`src/design/pdq_pkg.sv`:
```
// positional deque package: command and status codes, word types
// and the plan passed from the command decoder to the sequencer
// no dependencies
package pdq_pkg;

  // command codes
  localparam logic [2:0] CMD_PUSH_FRONT = 3'd0;
  localparam logic [2:0] CMD_PUSH_REAR  = 3'd1;
  localparam logic [2:0] CMD_INSERT_AT  = 3'd2;
  localparam logic [2:0] CMD_POP_FRONT  = 3'd3;
  localparam logic [2:0] CMD_POP_REAR   = 3'd4;
  localparam logic [2:0] CMD_REMOVE_AT  = 3'd5;

  // status codes
  localparam logic [1:0] ST_OK        = 2'd0;
  localparam logic [1:0] ST_UNDERFLOW = 2'd1;
  localparam logic [1:0] ST_FULL      = 2'd2;
  localparam logic [1:0] ST_BADPOS    = 2'd3;

  // word returned when nothing is removed
  localparam logic [31:0] NONE_WORD = 32'hFFFF_FFFF;

  localparam int unsigned OCC_W = 5;

  typedef struct packed {
    logic [2:0]         cmd;
    logic [4:0]         position;
    logic signed [31:0] value;
  } in_word_t;

  typedef struct packed {
    logic signed [31:0] removed_value;
    logic [1:0]         status;
    logic [OCC_W-1:0]   occupancy;
  } out_word_t;

  // what the sequencer has to do with an accepted word
  typedef enum logic [1:0] {
    ACT_NONE,
    ACT_INSERT,
    ACT_REMOVE
  } act_e;

  typedef struct packed {
    act_e       act;
    logic [1:0] status;
  } plan_t;

endpackage

```
`src/design/pdq_mem.sv`:
```
// entry store of the positional deque: one write port, one read port
// with registered read data; depends on nothing
module pdq_mem #(
  parameter int CAPACITY = 16
) (
  input  logic                        clk_i,
  input  logic                        we_i,
  input  logic [$clog2(CAPACITY)-1:0] waddr_i,
  input  logic [31:0]                 wdata_i,
  input  logic [$clog2(CAPACITY)-1:0] raddr_i,
  output logic [31:0]                 rdata_o
);

  logic [31:0] mem_q [CAPACITY];
  logic [31:0] rdata_q;

  // write port
  always_ff @(posedge clk_i) begin
    if (we_i) begin
      mem_q[waddr_i] <= wdata_i;
    end
  end

  // registered read port
  always_ff @(posedge clk_i) begin
    rdata_q <= mem_q[raddr_i];
  end

  assign rdata_o = rdata_q;

endmodule

```
`src/design/pdq_seq.sv`:
```
// shift sequencer of the positional deque: moves one entry per cycle
// through the entry store, keeps the held count and the result register
// depends on pdq_pkg
module pdq_seq #(
  parameter int CAPACITY = 16
) (
  input  logic                             clk_i,
  input  logic                             rst_ni,
  input  logic                             accept_i,
  input  pdq_pkg::plan_t                   plan_i,
  input  logic [$clog2(CAPACITY)-1:0]      idx_i,
  input  logic [31:0]                      value_i,
  output logic                             busy_o,
  output logic [$clog2(CAPACITY+1)-1:0]    count_o,
  output logic                             done_o,
  output pdq_pkg::out_word_t               res_o,
  output logic                             mem_we_o,
  output logic [$clog2(CAPACITY)-1:0]      mem_waddr_o,
  output logic [31:0]                      mem_wdata_o,
  output logic [$clog2(CAPACITY)-1:0]      mem_raddr_o,
  input  logic [31:0]                      mem_rdata_i
);

  localparam int IW = $clog2(CAPACITY);
  localparam int CW = $clog2(CAPACITY + 1);

  typedef enum logic [2:0] {
    S_IDLE,
    S_INS_WR,
    S_INS_PUT,
    S_REM_RD,
    S_REM_GRAB,
    S_REM_WR
  } state_e;

  state_e             state_q, state_d;
  logic [IW-1:0]      ptr_q, ptr_d;
  logic [IW-1:0]      idx_q, idx_d;
  logic [31:0]        val_q, val_d;
  logic [31:0]        rem_q, rem_d;
  logic [CW-1:0]      cnt_q, cnt_d;
  logic               done_q, done_d;
  pdq_pkg::out_word_t res_q, res_d;

  logic [CW:0]        ptr_ext;
  logic [CW:0]        cnt_ext;

  assign ptr_ext = (CW+1)'(ptr_q);
  assign cnt_ext = (CW+1)'(cnt_q);

  // next state, store access and result
  always_comb begin
    state_d     = state_q;
    ptr_d       = ptr_q;
    idx_d       = idx_q;
    val_d       = val_q;
    rem_d       = rem_q;
    cnt_d       = cnt_q;
    done_d      = 1'b0;
    res_d       = res_q;
    mem_we_o    = 1'b0;
    mem_waddr_o = ptr_q;
    mem_wdata_o = mem_rdata_i;
    mem_raddr_o = ptr_q;
    case (state_q)
      S_IDLE: begin
        if (accept_i) begin
          idx_d = idx_i;
          val_d = value_i;
          case (plan_i.act)
            pdq_pkg::ACT_INSERT: begin
              // start from the rear; read the word that moves up first
              ptr_d       = IW'(cnt_q);
              mem_raddr_o = IW'(cnt_q) - IW'(1);
              if (IW'(cnt_q) == idx_i) begin
                state_d = S_INS_PUT;
              end else begin
                state_d = S_INS_WR;
              end
            end
            pdq_pkg::ACT_REMOVE: begin
              ptr_d   = idx_i;
              state_d = S_REM_RD;
            end
            default: begin
              // error or unused code: answer at once
              done_d = 1'b1;
              res_d  = '{removed_value: pdq_pkg::NONE_WORD,
                         status: plan_i.status,
                         occupancy: pdq_pkg::OCC_W'(cnt_q)};
            end
          endcase
        end
      end
      S_INS_WR: begin
        // move one word up, read the next one below
        mem_we_o    = 1'b1;
        mem_waddr_o = ptr_q;
        mem_wdata_o = mem_rdata_i;
        ptr_d       = ptr_q - IW'(1);
        mem_raddr_o = ptr_q - IW'(2);
        if (ptr_q - IW'(1) == idx_q) begin
          state_d = S_INS_PUT;
        end
      end
      S_INS_PUT: begin
        mem_we_o    = 1'b1;
        mem_waddr_o = idx_q;
        mem_wdata_o = val_q;
        cnt_d       = cnt_q + CW'(1);
        done_d      = 1'b1;
        res_d       = '{removed_value: pdq_pkg::NONE_WORD,
                        status: pdq_pkg::ST_OK,
                        occupancy: pdq_pkg::OCC_W'(cnt_q + CW'(1))};
        state_d     = S_IDLE;
      end
      S_REM_RD: begin
        // read the word being removed
        mem_raddr_o = ptr_q;
        state_d     = S_REM_GRAB;
      end
      S_REM_GRAB: begin
        rem_d       = mem_rdata_i;
        mem_raddr_o = ptr_q + IW'(1);
        if (ptr_ext + (CW+1)'(1) < cnt_ext) begin
          state_d = S_REM_WR;
        end else begin
          cnt_d   = cnt_q - CW'(1);
          done_d  = 1'b1;
          res_d   = '{removed_value: mem_rdata_i,
                      status: pdq_pkg::ST_OK,
                      occupancy: pdq_pkg::OCC_W'(cnt_q - CW'(1))};
          state_d = S_IDLE;
        end
      end
      S_REM_WR: begin
        // move one word down, read the next one above
        mem_we_o    = 1'b1;
        mem_waddr_o = ptr_q;
        mem_wdata_o = mem_rdata_i;
        ptr_d       = ptr_q + IW'(1);
        mem_raddr_o = ptr_q + IW'(2);
        if (ptr_ext + (CW+1)'(2) >= cnt_ext) begin
          cnt_d   = cnt_q - CW'(1);
          done_d  = 1'b1;
          res_d   = '{removed_value: rem_q,
                      status: pdq_pkg::ST_OK,
                      occupancy: pdq_pkg::OCC_W'(cnt_q - CW'(1))};
          state_d = S_IDLE;
        end
      end
      default: begin
        state_d = S_IDLE;
      end
    endcase
  end

  // state and registered outputs
  always_ff @(posedge clk_i or negedge rst_ni) begin
    if (!rst_ni) begin
      state_q <= S_IDLE;
      ptr_q   <= '0;
      idx_q   <= '0;
      val_q   <= '0;
      rem_q   <= '0;
      cnt_q   <= '0;
      done_q  <= 1'b0;
      res_q   <= '0;
    end else begin
      state_q <= state_d;
      ptr_q   <= ptr_d;
      idx_q   <= idx_d;
      val_q   <= val_d;
      rem_q   <= rem_d;
      cnt_q   <= cnt_d;
      done_q  <= done_d;
      res_q   <= res_d;
    end
  end

  assign busy_o  = (state_q != S_IDLE);
  assign count_o = cnt_q;
  assign done_o  = done_q;
  assign res_o   = res_q;

endmodule

```
`src/design/positional_deque.sv`:
```
// positional deque top level: command decode and range checks, shift
// sequencer and entry store; depends on pdq_pkg, pdq_seq, pdq_mem
//
//   channel   signals              direction  handshake
//   command   start, busy, cmd_i   in         taken when start and not busy
//   result    done_o, res_o        out        one-cycle strobe, no stall
//
// an error, full, underflow or unused command answers in the cycle after it
// is taken. an insert at index k moves the words from k up, rear first,
// then writes the new word; a removal at k reads that word and moves the
// rest down: one word per cycle through the single read and write port.
// reset empties the deque at once, the store itself is not cleared.
// busy stays high until the result is loaded; results cannot be held off.
module positional_deque #(
  parameter int CAPACITY = 16
) (
  input  logic               clk_i,
  input  logic               rst_ni,
  input  logic               start,
  output logic               busy,
  input  pdq_pkg::in_word_t  cmd_i,
  output logic               done_o,
  output pdq_pkg::out_word_t res_o
);

  localparam int IW   = $clog2(CAPACITY);
  localparam int CW   = $clog2(CAPACITY + 1);
  localparam int CMPW = ((CW > 5) ? CW : 5) + 1;

  logic                seq_busy;
  logic [CW-1:0]       count;
  logic                accept;
  pdq_pkg::plan_t      plan;
  logic [IW-1:0]       idx;
  logic                full;
  logic                empty;
  logic [CMPW-1:0]     pos_ext;
  logic [CMPW-1:0]     cnt_ext;

  logic                mem_we;
  logic [IW-1:0]       mem_waddr;
  logic [31:0]         mem_wdata;
  logic [IW-1:0]       mem_raddr;
  logic [31:0]         mem_rdata;

  assign accept  = start & ~seq_busy;
  assign busy    = seq_busy;
  assign full    = (count == CW'(CAPACITY));
  assign empty   = (count == '0);
  assign pos_ext = CMPW'(cmd_i.position);
  assign cnt_ext = CMPW'(count);

  // command decode: full and empty checks come before position checks
  always_comb begin
    plan.act    = pdq_pkg::ACT_NONE;
    plan.status = pdq_pkg::ST_OK;
    idx         = '0;
    case (cmd_i.cmd)
      pdq_pkg::CMD_PUSH_FRONT: begin
        if (full) begin
          plan.status = pdq_pkg::ST_FULL;
        end else begin
          plan.act = pdq_pkg::ACT_INSERT;
        end
      end
      pdq_pkg::CMD_PUSH_REAR: begin
        if (full) begin
          plan.status = pdq_pkg::ST_FULL;
        end else begin
          plan.act = pdq_pkg::ACT_INSERT;
          idx      = IW'(count);
        end
      end
      pdq_pkg::CMD_INSERT_AT: begin
        if (full) begin
          plan.status = pdq_pkg::ST_FULL;
        end else if (pos_ext == '0 || pos_ext > cnt_ext + CMPW'(1)) begin
          plan.status = pdq_pkg::ST_BADPOS;
        end else begin
          plan.act = pdq_pkg::ACT_INSERT;
          idx      = IW'(pos_ext - CMPW'(1));
        end
      end
      pdq_pkg::CMD_POP_FRONT: begin
        if (empty) begin
          plan.status = pdq_pkg::ST_UNDERFLOW;
        end else begin
          plan.act = pdq_pkg::ACT_REMOVE;
        end
      end
      pdq_pkg::CMD_POP_REAR: begin
        if (empty) begin
          plan.status = pdq_pkg::ST_UNDERFLOW;
        end else begin
          plan.act = pdq_pkg::ACT_REMOVE;
          idx      = IW'(cnt_ext - CMPW'(1));
        end
      end
      pdq_pkg::CMD_REMOVE_AT: begin
        if (empty) begin
          plan.status = pdq_pkg::ST_UNDERFLOW;
        end else if (pos_ext == '0 || pos_ext > cnt_ext) begin
          plan.status = pdq_pkg::ST_BADPOS;
        end else begin
          plan.act = pdq_pkg::ACT_REMOVE;
          idx      = IW'(pos_ext - CMPW'(1));
        end
      end
      default: begin
        plan.act    = pdq_pkg::ACT_NONE;
        plan.status = pdq_pkg::ST_OK;
      end
    endcase
  end

  // shift sequencer
  pdq_seq #(
    .CAPACITY (CAPACITY)
  ) u_seq (
    .clk_i       (clk_i),
    .rst_ni      (rst_ni),
    .accept_i    (accept),
    .plan_i      (plan),
    .idx_i       (idx),
    .value_i     (cmd_i.value),
    .busy_o      (seq_busy),
    .count_o     (count),
    .done_o      (done_o),
    .res_o       (res_o),
    .mem_we_o    (mem_we),
    .mem_waddr_o (mem_waddr),
    .mem_wdata_o (mem_wdata),
    .mem_raddr_o (mem_raddr),
    .mem_rdata_i (mem_rdata)
  );

  // entry store
  pdq_mem #(
    .CAPACITY (CAPACITY)
  ) u_mem (
    .clk_i   (clk_i),
    .we_i    (mem_we),
    .waddr_i (mem_waddr),
    .wdata_i (mem_wdata),
    .raddr_i (mem_raddr),
    .rdata_o (mem_rdata)
  );

endmodule

```
`config.mk`:
```
export PLATFORM = sky130hd
export DESIGN_NAME = positional_deque
export DESIGN_NICKNAME = d
export VERILOG_FILES = /design/src/design/pdq_pkg.sv /design/src/design/pdq_mem.sv /design/src/design/pdq_seq.sv /design/src/design/positional_deque.sv
export SDC_FILE = /design/constraint.sdc
export NUM_CORES = 1
export LEC_CHECK = 0
export BUFFER_PORTS_ARGS = -buffer_cell sky130_fd_sc_hd__buf_2
export CAP_MARGIN = 5
export CORE_UTILIZATION = 60
export DETAILED_ROUTE_END_ITERATION = 10
export PLACE_DENSITY = 0.77
export SYNTH_ARGS = -nofsm -noshare
export SYNTH_HDL_FRONTEND = slang
export SYNTH_HIERARCHICAL = 1
export SYNTH_SLANG_ARGS = --single-unit
```
`constraint.sdc`:
```
create_clock -name clk_i -period 8.9 [get_ports clk_i]
set_input_delay 0.89 -clock clk_i [delete_from_list [all_inputs] [get_ports clk_i]]
set_output_delay 0.89 -clock clk_i [all_outputs]
set_load 0.1 [all_outputs]
```
---- Word-level counts from Yosys, hierarchy flattened ----
Memories as Yosys holds them, arrays and structs flattened. A register that Yosys moved wholly into a read port is not among the register bits.
Cells that the tools add are included.
storage, ports and cells
  output and inout bits ................... 41
  bits in latches ......................... 0
  memories kept ........................... 1
  bits of input ports ..................... 43
  flip-flop bits (word level) ............. 120
  bits in read-only memories .............. 0
  logic and storage cells ................. 120
  bits in writable memories ............... 512
cells by class
  add/sub/neg operators ................... 12
  shift operators ......................... 0
  reductions and logical operators ........ 19
  multiplexer cells ....................... 51
  div/mod/pow operators ................... 0
  order comparisons ....................... 4
  bitwise logic cells ..................... 2
  multiply operators ...................... 0
  eq/ne operators ......................... 21
memory list
  memory       words  bits a word  rd ports  clocked after memory_dff  wr ports  line           text
  u_mem.mem_q  16     32           1         1                         1         pdq_mem.sv:14  logic [31:0] mem_q [CAPACITY];
operators by type and width
  cell                                                                 number
  39-bit two-way mux                                                   4
  39-bit case mux with 4 select lines                                  1
  4-bit case mux with 4 select lines                                   3
  4-bit two-way mux                                                    10
  32-bit two-way mux                                                   1
  2-bit two-way mux                                                    10
  4-bit by 1-bit subtractor with 4-bit output (second input constant)  4
  3-bit case mux with 5 select lines                                   1
  5-bit case mux with 3 select lines                                   1
  3-bit by 2-bit == test with 1-bit output (second input constant)     4
  3-bit == test (second input constant)                                4
  3-bit two-way mux                                                    4
  4-bit case mux with 3 select lines                                   1
  1-bit two-way mux                                                    10
  5-bit two-way mux                                                    2
  3-bit nonzero test                                                   3
  4-bit == test                                                        2
  4-bit case mux with 2 select lines                                   1
  5-bit by 1-bit adder with 6-bit output (second input constant)       1
  3-bit by 1-bit == test with 1-bit output (second input constant)     2
  5-bit by 6-bit greater-than comparator with 1-bit output             1
  3-bit logical NOT                                                    2
  6-bit logical NOT                                                    1
  2-bit inequality test (second input constant)                        3
  other kinds (28)                                                     33

---- Logic depth before layout (Yosys ltp) ----
  depth in word-level cells ............... 11
  gate-level depth with buffers ........... 20
  mapped depth without buffers ............ 18

---- Modules after synthesis ----
Netlist, hierarchy kept.
modules (own cells, without submodules)
  module            seq. area each (sq um)  area each (sq um)  cells each  times used
  pdq_mem           16015.4                 19835.3            838         1
  pdq_seq           3002.9                  6571.3             690         1
  positional_deque  0.0                     676.9              92          1

---- Worst setup path before layout ----
OpenSTA, ideal clock, no wires.
  path type ............................... register to register
  start point ............................. reg u_seq.state_q[2]
  end point ............................... mem u_mem.mem_q[0][0], enable pin
  buffers on the path ..................... 3
  data required time ...................... 8.439 ns
  clock period less this slack ............ 4.692 ns
  cell stages (with the launch flop) ...... 9
  arrival ................................. 4.231 ns
  setup time .............................. 0.461 ns
  setup slack ............................. 4.208 ns
  path through ............................ dfrtp_1 -> buf_2 -> nor2_1 -> and2_1 -> clkbuf_1 -> clkbuf_1 -> o21ai_0 -> or3b_2 -> nor3_1
on the way
  elaborated cells on any way between the ends .. 8
  classes of those cells .................. eq/ne (3); mux (4); reduce/logical (1)
RTL lines
  item                                      line                    text
  start, declared                           pdq_seq.sv:36           state_e state_q, state_d;
  start signal, assigned                    pdq_seq.sv:170          state_q <= state_d;
  3-bit by 2-bit == test with 1-bit output  pdq_seq.sv:65           case (state_q)
  4-bit two-way mux                         pdq_seq.sv:65
  named net mem_waddr[2]                    positional_deque.sv:41  logic [IW-1:0] mem_waddr;
  end, declared                             pdq_mem.sv:14
The timed path passes the listed nets, and every way through them passes these cells.

==> results.md <==
- Mapped Cells: between 1500 and 2000
- Top-area cell type share of the netlist area: a little under three fifths
- Fmax: roughly 170 MHz
- Final nets: 1794
- Via density: 6.37
- Placed Instances: between 2000 and 2500
- Tcrit/Tclk final: between 60% and 70%
- Initial DRC Count: around 1900
- Fraction of layout cells with a size suffix above 1: a little under a quarter
- Final hold viol count: 0
- Max FO, Critical Path: 66
- Total track usage: between 20% and 30%
- Post_cts resized: 0
- EDFF count, synth: slightly above 500
- Final Max Tran Viols: 0
- Filler Cell Count: roughly 2800
- Clock tree root buffer cell: clkbuf_16
- Hold crit path type: in -> async
- HPWL after DPL: about 34000 microns
- Worst slack, placed: between 3000 and 4000 ps
- Top cells by area, synth: edfxtp_1, dfrtp_1, mux4_2
- DRC: 0
- Critical path type: reg -> reg
- Die width: roughly 210 microns
- Post-Syn Area: between 0.02 and 0.03 sq mm
- Most common cell after layout, fill and taps aside: edfxtp_1
- Placer Congestion: about 0.85
- Crit path time final: about 6000 ps
- CP endpoint kind: register
- Peak supply drop: 440 uV
- Area growth syn-to-layout: 12.1%
- RSZ-0062 raised after global routing: false
- Yosys warns: 6
- Vias: 15100
- Initial Util: just over 60%
- Seq/Total Area, Yosys: between 70% and 80%
- Largest net degree at the start of global routing: 129
- Ys flop type: edfxtp_1
- Grt total ovfl: 0
- First-pass GRT wire length: 94100 microns
- Worst skew pair latency: about 600 ps
- Final Setup Violations: 0
- Pre-Repair DR Iteration Count: 6
- Setup TNS: 0 ps
- Slew Limit Headroom: a little under a fifth
- I/O pins: 84
- # H-tree levels: 3
- Fin worst setup slack: about 3000 ps
- Final std cells w/o fill: approximately 2400
- DR WL/cell: between 20 and 30 microns
- Pleak: ~11 nW
- Syn_area_per_cell: 16.7 sq um
- Die Area: approximately 0.046 sq mm
- Reg2Reg Setup Slack: 3050 ps
- Post-CTS setup buffers: 0
- Vert. Die Dim: 214 microns
- CTS tree: done
- Critical path startpoint category: register
- Cells on worst reg2reg path: 19
- Final wirelength: 62000 microns
- Initial antenna violation count: 0
- CORE AREA: around 0.044 sq mm
- Synth async-reset ratio: 18.1%
- Num rows: 77
- # diodes: 0
- Syn_nets: 1698
- Bufs on Longest Clock Path: 3
- Final antenna-violating net count: 0
- Critical path required time: about 9400 ps
- Power consumption: 0.0130 W
- RR Endpoint: u_mem/rdata_o[22]
- Biggest area consumer among synthesized cells: edfxtp_1
- Commonest non-fill, non-tap cells in the layout: edfxtp_1, nand2_1, mux4_2, dfrtp_1, buf_2
- Power density over the cells: between 400 and 500 mW/mm^2
- CP Data Arrival Time: 6330 ps
- Design area: between 0.03 and 0.04 sq mm
- Clk_skew: ~27 ps
- Slew @ Worst Pin: approximately 1200 ps
- # clock sinks: between 600 and 700
- Synthesis-stage register bit count: 664
- PortBufs: just over 80
- Hold Buf Count CTS: 0
- Reg2reg start: u_seq/count_o[0]
- Cell variety after synth: 63
- Status: completed
- Cts bufs inserted: 68
- Placed cell area: around 0.028 sq mm
- # Max-Cap Violations: 0
- Number of global-route vias before repair: around 15000
- Clk slew on worst S/H paths: ~60 ps
## worst max path at each step
stage | slack [ps] | start | end
6_report | 3050 | u_seq/count_o[0] | u_mem/rdata_o[22]
5_1_grt | 2650 | u_seq/count_o[0] | u_mem/rdata_o[21]
4_1_cts | 3090 | u_seq/count_o[0] | u_mem/rdata_o[22]
3_5_place_dp | 3100 | u_seq/count_o[0] | u_mem/rdata_o[18]
3_3_place_gp | 3260 | cmd_i[32] | u_mem/rdata_o[25]
2_1_floorplan | 4210 | u_seq/state_q[2] | u_mem/mem_q[0][0]
## layout make-up
cell class,instances,area [sq um],area share (%)
Sequential cell,664,19000,62.6
Multi-Input combinational cell,843,7680,25.3
Clock buffer,102,1910,6.30
Tap cell,592,741,2.44
Timing Repair Buffer,115,674,2.22
Clock inverter,24,248,0.816
Inverter,24,90.1,0.297
## cell families (layout without fill, tap and decap cells)
logic type / count (synthesis) / after routing / synth area share [%]
compound gates: 159 / 159 / 4.13
xor+xnor: 30 / 30 / 0.970
fa+ha+maj: 35 / 35 / 1.64
buf+inv: 113 / 265 / 1.93
flops: 664 / 664 / 70.2
mux: 239 / 239 / 15.1
simple gates: 380 / 380 / 6.00
## synth_stat cells (7+ instances only)
library cell and instances:
inv_1 22, nand2b_1 7, nor2_1 22, mux2_1 39
nand4_1 8, o211ai_1 11, ha_1 34, buf_2 25
a21oi_1 22, mux2_2 37, o21ai_0 13, mux2i_1 35
edfxtp_1 512, buf_1 12, dfrtp_1 120, xnor2_1 24
nor3_1 12, o21ai_1 7, mux4_2 128, nand2_1 287
buf_4 10, a22oi_1 68, clkbuf_1 38, nor2b_1 7
a21o_1 9, nand3_1 7, dfxtp_1 32
## worst max-delay path, stage by stage, from the launching register on
cell,delay (ps)
dfrtp_1,740
ha_1,290
nand3_1,100
xnor2_1,160
ha_1,310
nand3_1,90
o21bai_1,160
a31oi_1,240
nor2_1,110
a21o_1,200
ha_1,230
nand2_1,170
mux2i_1,220
o211ai_1,90
o21ai_0,90
mux2_4,840
buf_4,830
mux4_2,430
a22oi_1,230
nand2_1,100
## state kept, by name, summed over array words and instances (netlist names)
register and count:
u_seq/val_q 32, u_seq/idx_q 4, u_seq/ptr_q 4, u_seq/done_o 1, u_mem/mem_q 512, u_seq/rem_q 32
u_seq/state_q 3, u_mem/rdata_o 32, u_seq/count_o 5, u_seq/res_o 39
## per-layer routing
| metal | wire length (microns) | part of all wire, % | vias to the layer above | GRT usage (%) |
|---|---|---|---|---|
| met3 | 5740 | 9.3 | 115 | 4.48 |
| met5 | 0 | 0 | - | 0 |
| met2 | 30400 | 49 | 748 | 45.0 |
| met4 | 1360 | 2.2 | 0 | 8.71 |
| met1 | 24500 | 40 | 7767 | 39.1 |
| li1 | - | - | 6426 | - |
## per-stage QoR
stage / utilization, % / hold slack, ps
finish: 68.4 / 277
global route: 68.4 / 316
CTS: 68.4 / 281
detailed placement: 63.5 / 444
global placement: 63.5 / 433
floorplan: - / 425
## power by group
part | total (W) | switching, W | internal, W
Sequential | 0.00499 | 0.000415 | 0.00457
Combinational | 0.00520 | 0.00338 | 0.00182
Clock | 0.00276 | 0.00115 | 0.00161
Power figures use the tool's default switching activity.
